==> config.mk <==
export PLATFORM = sky130hd
export DESIGN_NAME = lmns_ctrl
export DESIGN_NICKNAME = d
export VERILOG_FILES = /design/src/lmns_pkg.sv /design/src/lmns_ctrl.sv
export SDC_FILE = /design/constraint.sdc
export NUM_CORES = 1
export LEC_CHECK = 0
export BUFFER_PORTS_ARGS = -buffer_cell sky130_fd_sc_hd__buf_2
export CORE_AREA = 2 2 39 41
export DETAILED_ROUTE_END_ITERATION = 12
export DIE_AREA = 0 0 41 43
export PLACE_DENSITY = 0.61
export SETUP_SLACK_MARGIN = 0.15
export SYNTH_ARGS = -nofsm -noshare
export SYNTH_HDL_FRONTEND = slang
export SYNTH_SLANG_ARGS = --single-unit
==> constraint.sdc <==
create_clock -name clk -period 2 [get_ports clk]
set_input_delay 0.2 -clock clk [delete_from_list [all_inputs] [get_ports clk]]
set_output_delay 0.2 -clock clk [all_outputs]
set_load 0.005 [all_outputs]
==> src/lmns_pkg.sv <==
// Package for the label map nearest search block.
// Holds the field widths, operation and register codes, controller states and the
// command and status structs. Depends on nothing.
`default_nettype none

package lmns_pkg;

	localparam int DIM_W   = 7;
	localparam int FUNC_W  = 2;
	localparam int IDX_W   = 12;
	localparam int COMP_W  = 8;
	localparam int COORD_W = 8;
	localparam int RAD_W   = 7;
	localparam int OFS_W   = 8;
	localparam int POS_W   = 9;
	localparam int LIN_W   = 14;
	localparam int ENTRY_W = 10;
	localparam int OWNED_B = 9;
	localparam int SCR_B   = 8;
	localparam int CIDX_W  = 1;

	localparam logic [FUNC_W-1:0] FUNC_CLEAR  = 2'd0;
	localparam logic [FUNC_W-1:0] FUNC_INSERT = 2'd1;
	localparam logic [FUNC_W-1:0] FUNC_QUERY  = 2'd2;

	localparam logic [CIDX_W-1:0] REG_FIELD_WIDTH  = 1'b0;
	localparam logic [CIDX_W-1:0] REG_FIELD_HEIGHT = 1'b1;

	typedef enum logic [2:0] {
		ST_RST_CLR,
		ST_IDLE,
		ST_CLR,
		ST_INS_CHK,
		ST_INS_WR,
		ST_Q_SCAN,
		ST_Q_DRAIN,
		ST_FIN
	} state_t;

	typedef struct packed {
		logic accept;
		logic clr_write;
		logic invalidate;
		logic ins_write;
		logic scan_step;
		logic next_ring;
		logic result_load;
	} cmd_t;

	typedef struct packed {
		logic map_valid;
		logic ins_in_range;
		logic clr_last;
		logic ring_last;
		logic busy;
		logic hit_owned;
		logic ring_at_bound;
		logic out_free;
	} status_t;

endpackage

`default_nettype wire

==> src/lmns_ctrl.sv <==
// Controller for the label map nearest search block.
// Sequences clear sweeps, insert read-modify-write and ring scans; drives
// the datapath through cmd_t and reads status_t. Depends on lmns_pkg.
`default_nettype none

module lmns_ctrl
	import lmns_pkg::*;
(
	input  wire logic              clk,
	input  wire logic              arst_n,
	input  wire logic              in_valid,
	input  wire logic [FUNC_W-1:0] func,
	input  wire status_t           status,
	output cmd_t                   cmd,
	output logic                   in_stall
);

	state_t state_q;
	state_t state_nx;

	always_ff @(posedge clk or negedge arst_n) begin
		if (!arst_n) begin
			state_q <= ST_RST_CLR;
		end else begin
			state_q <= state_nx;
		end
	end

	always_comb begin
		state_nx = state_q;
		unique case (state_q)
			ST_RST_CLR: begin
				if (status.clr_last) state_nx = ST_IDLE;
			end
			ST_IDLE: begin
				if (in_valid) begin
					unique case (func)
						FUNC_CLEAR:  state_nx = ST_CLR;
						FUNC_INSERT: state_nx = ST_INS_CHK;
						FUNC_QUERY:  state_nx = status.map_valid ? ST_Q_SCAN : ST_FIN;
						default:     state_nx = ST_FIN;
					endcase
				end
			end
			ST_CLR: begin
				if (status.clr_last) state_nx = ST_FIN;
			end
			ST_INS_CHK: begin
				state_nx = status.ins_in_range ? ST_INS_WR : ST_FIN;
			end
			ST_INS_WR: begin
				state_nx = ST_FIN;
			end
			ST_Q_SCAN: begin
				if (status.ring_last) state_nx = ST_Q_DRAIN;
			end
			ST_Q_DRAIN: begin
				if (!status.busy) begin
					state_nx = (status.hit_owned || status.ring_at_bound) ? ST_FIN : ST_Q_SCAN;
				end
			end
			ST_FIN: begin
				if (status.out_free) state_nx = ST_IDLE;
			end
			default: state_nx = ST_IDLE;
		endcase
	end

	always_comb begin
		cmd      = '0;
		in_stall = 1'b1;
		unique case (state_q)
			ST_RST_CLR: cmd.clr_write = 1'b1;
			ST_IDLE: begin
				in_stall   = 1'b0;
				cmd.accept = in_valid;
			end
			ST_CLR:     cmd.clr_write = 1'b1;
			ST_INS_CHK: cmd.invalidate = !status.ins_in_range;
			ST_INS_WR:  cmd.ins_write = 1'b1;
			ST_Q_SCAN:  cmd.scan_step = 1'b1;
			ST_Q_DRAIN: begin
				cmd.next_ring = !status.busy && !status.hit_owned && !status.ring_at_bound;
			end
			ST_FIN:     cmd.result_load = status.out_free;
			default:    cmd = '0;
		endcase
	end

	a_scan_needs_valid_map: assert property (@(posedge clk) disable iff (!arst_n)
		(state_q == ST_Q_SCAN) |-> status.map_valid)
		else $error("ring scan while map invalid");

	a_write_after_check: assert property (@(posedge clk) disable iff (!arst_n)
		(state_q == ST_INS_WR) |-> $past(state_q == ST_INS_CHK && status.ins_in_range))
		else $error("insert write without in-range check");

	a_stall_when_busy: assert property (@(posedge clk) disable iff (!arst_n)
		(state_q != ST_IDLE) |-> in_stall)
		else $error("input open while an item is in flight");

endmodule

`default_nettype wire

Yosys cells after proc, flatten, opt, wreduce, memory -nomap -nowiden
Cells that the tools add are included.
{"block": "word_totals", "reg_bits": 3, "in_bits": 13, "out_inout_bits": 8, "wordCells": 46}
{"block": "op_classes", "n_eq_ne": 15, "muxes": 19, "n_reduce_logical": 11}
{"cell": "3-bit one-hot mux with 8 select lines", "count": 1}
{"cell": "3-bit 2-to-1 mux", "count": 6}
{"cell": "3-bit equality test (second input constant)", "count": 4}
{"cell": "2-bit != test (second input constant)", "count": 6}
{"cell": "3-bit one-hot mux with 3 select lines", "count": 1}
{"cell": "1-bit 2-to-1 mux", "count": 8}
{"cell": "3-bit by 2-bit equality test with 1-bit output (second input constant)", "count": 2}
{"cell": "2-bit 2-to-1 mux", "count": 3}
{"cell": "6-bit AND reduction", "count": 1}
{"cell": "1-bit zero test", "count": 4}
{"cell": "3-bit by 1-bit equality test with 1-bit output (second input constant)", "count": 1}
{"cell": "3-bit zero test", "count": 1}
{"cell": "2-bit by 1-bit equality test with 1-bit output (second input constant)", "count": 1}
{"cell": "2-bit equality test (second input constant)", "count": 1}
{"cell": "1-bit logical AND", "count": 2}
{"cell": "2-bit zero test", "count": 1}
{"cell": "2-bit OR reduction", "count": 1}
{"cell": "1-bit logical OR", "count": 1}

Logic depth before layout (Yosys ltp)
{"block": "depth", "ltp_word": 4, "depth_mapped": 4, "mapped_depth_nobuf": 3}

Worst setup path after synthesis
Ideal clock, no wire load.
{"block": "synth_path", "path_type": "register to register", "from": "register state_q[1]", "to": "register state_q[1]", "setup_ns": 0.086, "t_arrival_ns": 1.286, "required_ns": 1.914, "setup_slack_ns": 0.628, "path_stages_with_launch": 4, "path_buffers": 0, "synth_period_minus_slack_ns": 1.372, "cell_sequence": "dfrtp_1 -> mux2_4 -> mux4_2 -> a32oi_1"}
{"block": "synth_via", "elab_chain_len": 3, "elab_cells_between_ends": 16, "cone_classes": "eq/ne (13); mux (1); reduce/logical (2)"}
{"item": "start, declared", "line_no": "lmns_ctrl.sv:18", "text": "state_t state_q;"}
{"item": "start signal, assigned", "line_no": "lmns_ctrl.sv:25", "text": "state_q <= state_nx;"}
{"item": "3-bit by 2-bit equality test with 1-bit output, or another cell as far along", "line_no": "lmns_ctrl.sv:31", "text": "unique case (state_q)"}
{"item": "2-bit != test (no line)"}
{"item": "6-bit AND reduction (no line)"}
Several ways; a longest one is shown, not always the timed one.
A chain may end at the register's enable or synchronous reset.

==> impl_metrics.json <==
{
  "outcome": "finished, final reports clean",
  "clockRootBuffer": "clkbuf_4",
  "cts_sinks": 3,
  "crit_required_ns": 1.80,
  "design.die.area_um2": 1760,
  "synth_xor_area_share_pct": 0,
  "cts_max_level": 1,
  "drt_iter0_drc": 14,
  "cp.arrival_ns": 1.51,
  "post_drt_wl_per_cell_um": 12.0,
  "core_um2": 1380,
  "wl_um": 962,
  "clk_latency_ns": 0.24,
  "syn-cell-area_um2": 340,
  "overflow": 0,
  "switchingPower_mw": 0.251,
  "vias_per_cell": 5.10,
  "worst_setup_path_end_kind": "output port",
  "path_max_fanout": 13,
  "io_buffers": 20,
  "layout.nets": 78,
  "power.share.clock_pct": 19.1,
  "drt.antenna.violating_nets": 0,
  "antenna_cells": 0,
  "syn_area_per_cell_um2": 8.10,
  "critPathKind": "reg -> out",
  "grt_pass1_wl_um": 1630,
  "top_regs": "state_q (3)",
  "setup_tns_ns": 0,
  "fmax_mhz": 585,
  "place_hpwl_um": 723,
  "area.growth.synth_to_final_pct": 42.3,
  "yosysWarnings": 0,
  "grt_max_degree": 14,
  "worst_slew_pin_slew_ns": 0.412,
  "rsz0062_at_grt": "false",
  "ioPinCount": 21,
  "final_max_slew_viol_count": 0,
  "initial_core_util_pct": 24.6,
  "drt-pass1-iter-count": 4,
  "final_common_cell": "buf_2",
  "drive_gt1_share_pct": 42.2,
  "synth_top_family_by_area": "simple AND/OR/NAND/NOR gates",
  "p_seq_share_pct": 30.9,
  "setup_viol": 0,
  "max_cap_viol_count": 0,
  "synthAdderAreaFrac_pct": 0,
  "syn_inst": 42,
  "p_int_mw": 0.328,
  "clk_pin_slew_ns": 0.04,
  "postCtsSetupBuffers": 0,
  "fin_crit_ns": 1.71,
  "synth.distinct_cells": 24,
  "peakVddDrop_mv": 0.355,
  "largest_register_ffs": 3,
  "muxShareOfSynthArea_pct": 18.8,
  "dieWidth_um": 41,
  "yosys.area_share.simple_pct": 33.5,
  "comb_power_share_pct": 50.0,
  "rows": 14,
  "worstSetupStartpointType": "register",
  "die_h_um": 43,
  "cts_buffer_depth": 2,
  "yosysSeqAreaShare_pct": 22.1,
  "swShare_pct": 43.3,
  "synth_seq_cells": 3,
  "hold_viol": 0,
  "cts_buffers": 3,
  "regMostFlops": "state_q",
  "reg2reg_slack_ns": 0.36,
  "p_per_area_nw_per_um2": 1200,
  "fin_crit_sh_pct": 85.5,
  "syn_nets": 55,
  "hold_path_class": "in -> async",
  "grt_pass1_vias": 397,
  "relSlewSlack_pct": 72.5,
  "synth_compound_area_share_pct": 19.9,
  "leakage_nw": 0.240,
  "grt_usage_pct": 13.8,
  "antenna_found_initial": 0,
  "fin_util_pct": 35.0,
  "place_congestion": 0.708,
  "final_cell_mix": "buf_2 (20), nand2_1 (5), nor2_1 (5)",
  "finalClockSkew_ns": 0.00147,
  "cts_tree": "done",
  "drc_errors": 0,
  "num_vias": 408,
  "postCtsResizedCells": 0
}
[final cells by class]
class | instances | area, µm²
timing repair buffer | 21 | 110
clock buffer | 4 | 26.3
sequential | 3 | 75.1
tap | 16 | 20.0
fill | 166 | 900
inverter | 2 | 7.51
multi-input combinational | 34 | 245
[synthesized netlist by cell type]
master / number / area [µm²]
nor2b_1: 2 / 12.5
nand3b_1: 1 / 7.51
mux4_2: 1 / 22.5
o21ai_0: 1 / 5.00
clkbuf_1: 2 / 7.51
nand2_1: 5 / 18.8
and3_1: 2 / 12.5
mux4_1: 1 / 26.3
a21oi_1: 3 / 15.0
a22oi_1: 1 / 7.51
a31oi_1: 1 / 6.26
inv_1: 2 / 7.51
mux2_4: 1 / 15.0
a32oi_1: 2 / 17.5
o21ba_2: 1 / 10.0
nor2_1: 5 / 18.8
nor4b_1: 2 / 17.5
nand2_2: 1 / 6.26
nand2b_1: 1 / 6.26
buf_2: 1 / 5.00
o22ai_1: 1 / 6.26
dfrtp_1: 3 / 75.1
or2_1: 1 / 6.26
nor3b_1: 1 / 7.51
[layer usage]
metal / part of all wire (%) / vias to the layer above / track usage [%]
met5: 0 / - / 0
met4: 2.8 / 0 / 10.0
met3: 6.3 / 3 / 3.14
met2: 48 / 14 / 19.1
met1: 43 / 194 / 17.8
li1: - / 197 / -
[kinds of logic after synthesis]
kind of cell	after synthesis
flops	3
buf+inv	5
compound gates	10
simple gates	21
mux	3
[path summary, 6_finish.rpt]
check | startpoint | to | cells past startpoint
hold / removal | arst_n | state_q[2] | 2
hold reg to reg | state_q[2] | state_q[2] | 2
min in group clk | status[0] | state_q[2] | 4
setup / recovery | state_q[1] | cmd[1] | 3
setup reg to reg | state_q[1] | state_q[1] | 3
max in group asynchronous | arst_n | state_q[0] | 2
[worst max-delay path, stage by stage (launching register included)]
cell     delay [ns]
dfrtp_1        0.58
inv_1          0.21
nor4b_1        0.32
buf_2          0.16
[metrics by stage]
step | hold slack, ns | power [mW] | setup slack (ns) | instance area [µm²] | std cells
global route | 0.288 | 0.641 | 0.178 | 484 | 80
detailed placement | -0.00115 | 0.466 | 0.384 | 448 | 75
floorplan | -0.0956 | 0.378 | 0.628 | 340 | 42
finish | 0.286 | 0.579 | 0.290 | 484 | 80
CTS | 0.284 | 0.582 | 0.309 | 484 | 80
global placement | -0.000901 | 0.460 | 0.423 | 448 | 75
[power groups by stage]
stage	Clock (mW)	Combinational (mW)	Sequential, mW
global route	0.126	0.325	0.190
finish	0.111	0.289	0.179
global placement	0	0.285	0.175
detailed placement	0	0.288	0.178
floorplan	0	0.270	0.108
CTS	0.113	0.292	0.177
[what timing repair did]
item / in CTS / in global routing
hold buffers: 1 / 0
setup endpoints to repair: 0 / 0
hold endpoints to repair: 3 / 0
No activity file was read; power rests on OpenSTA's default activity.
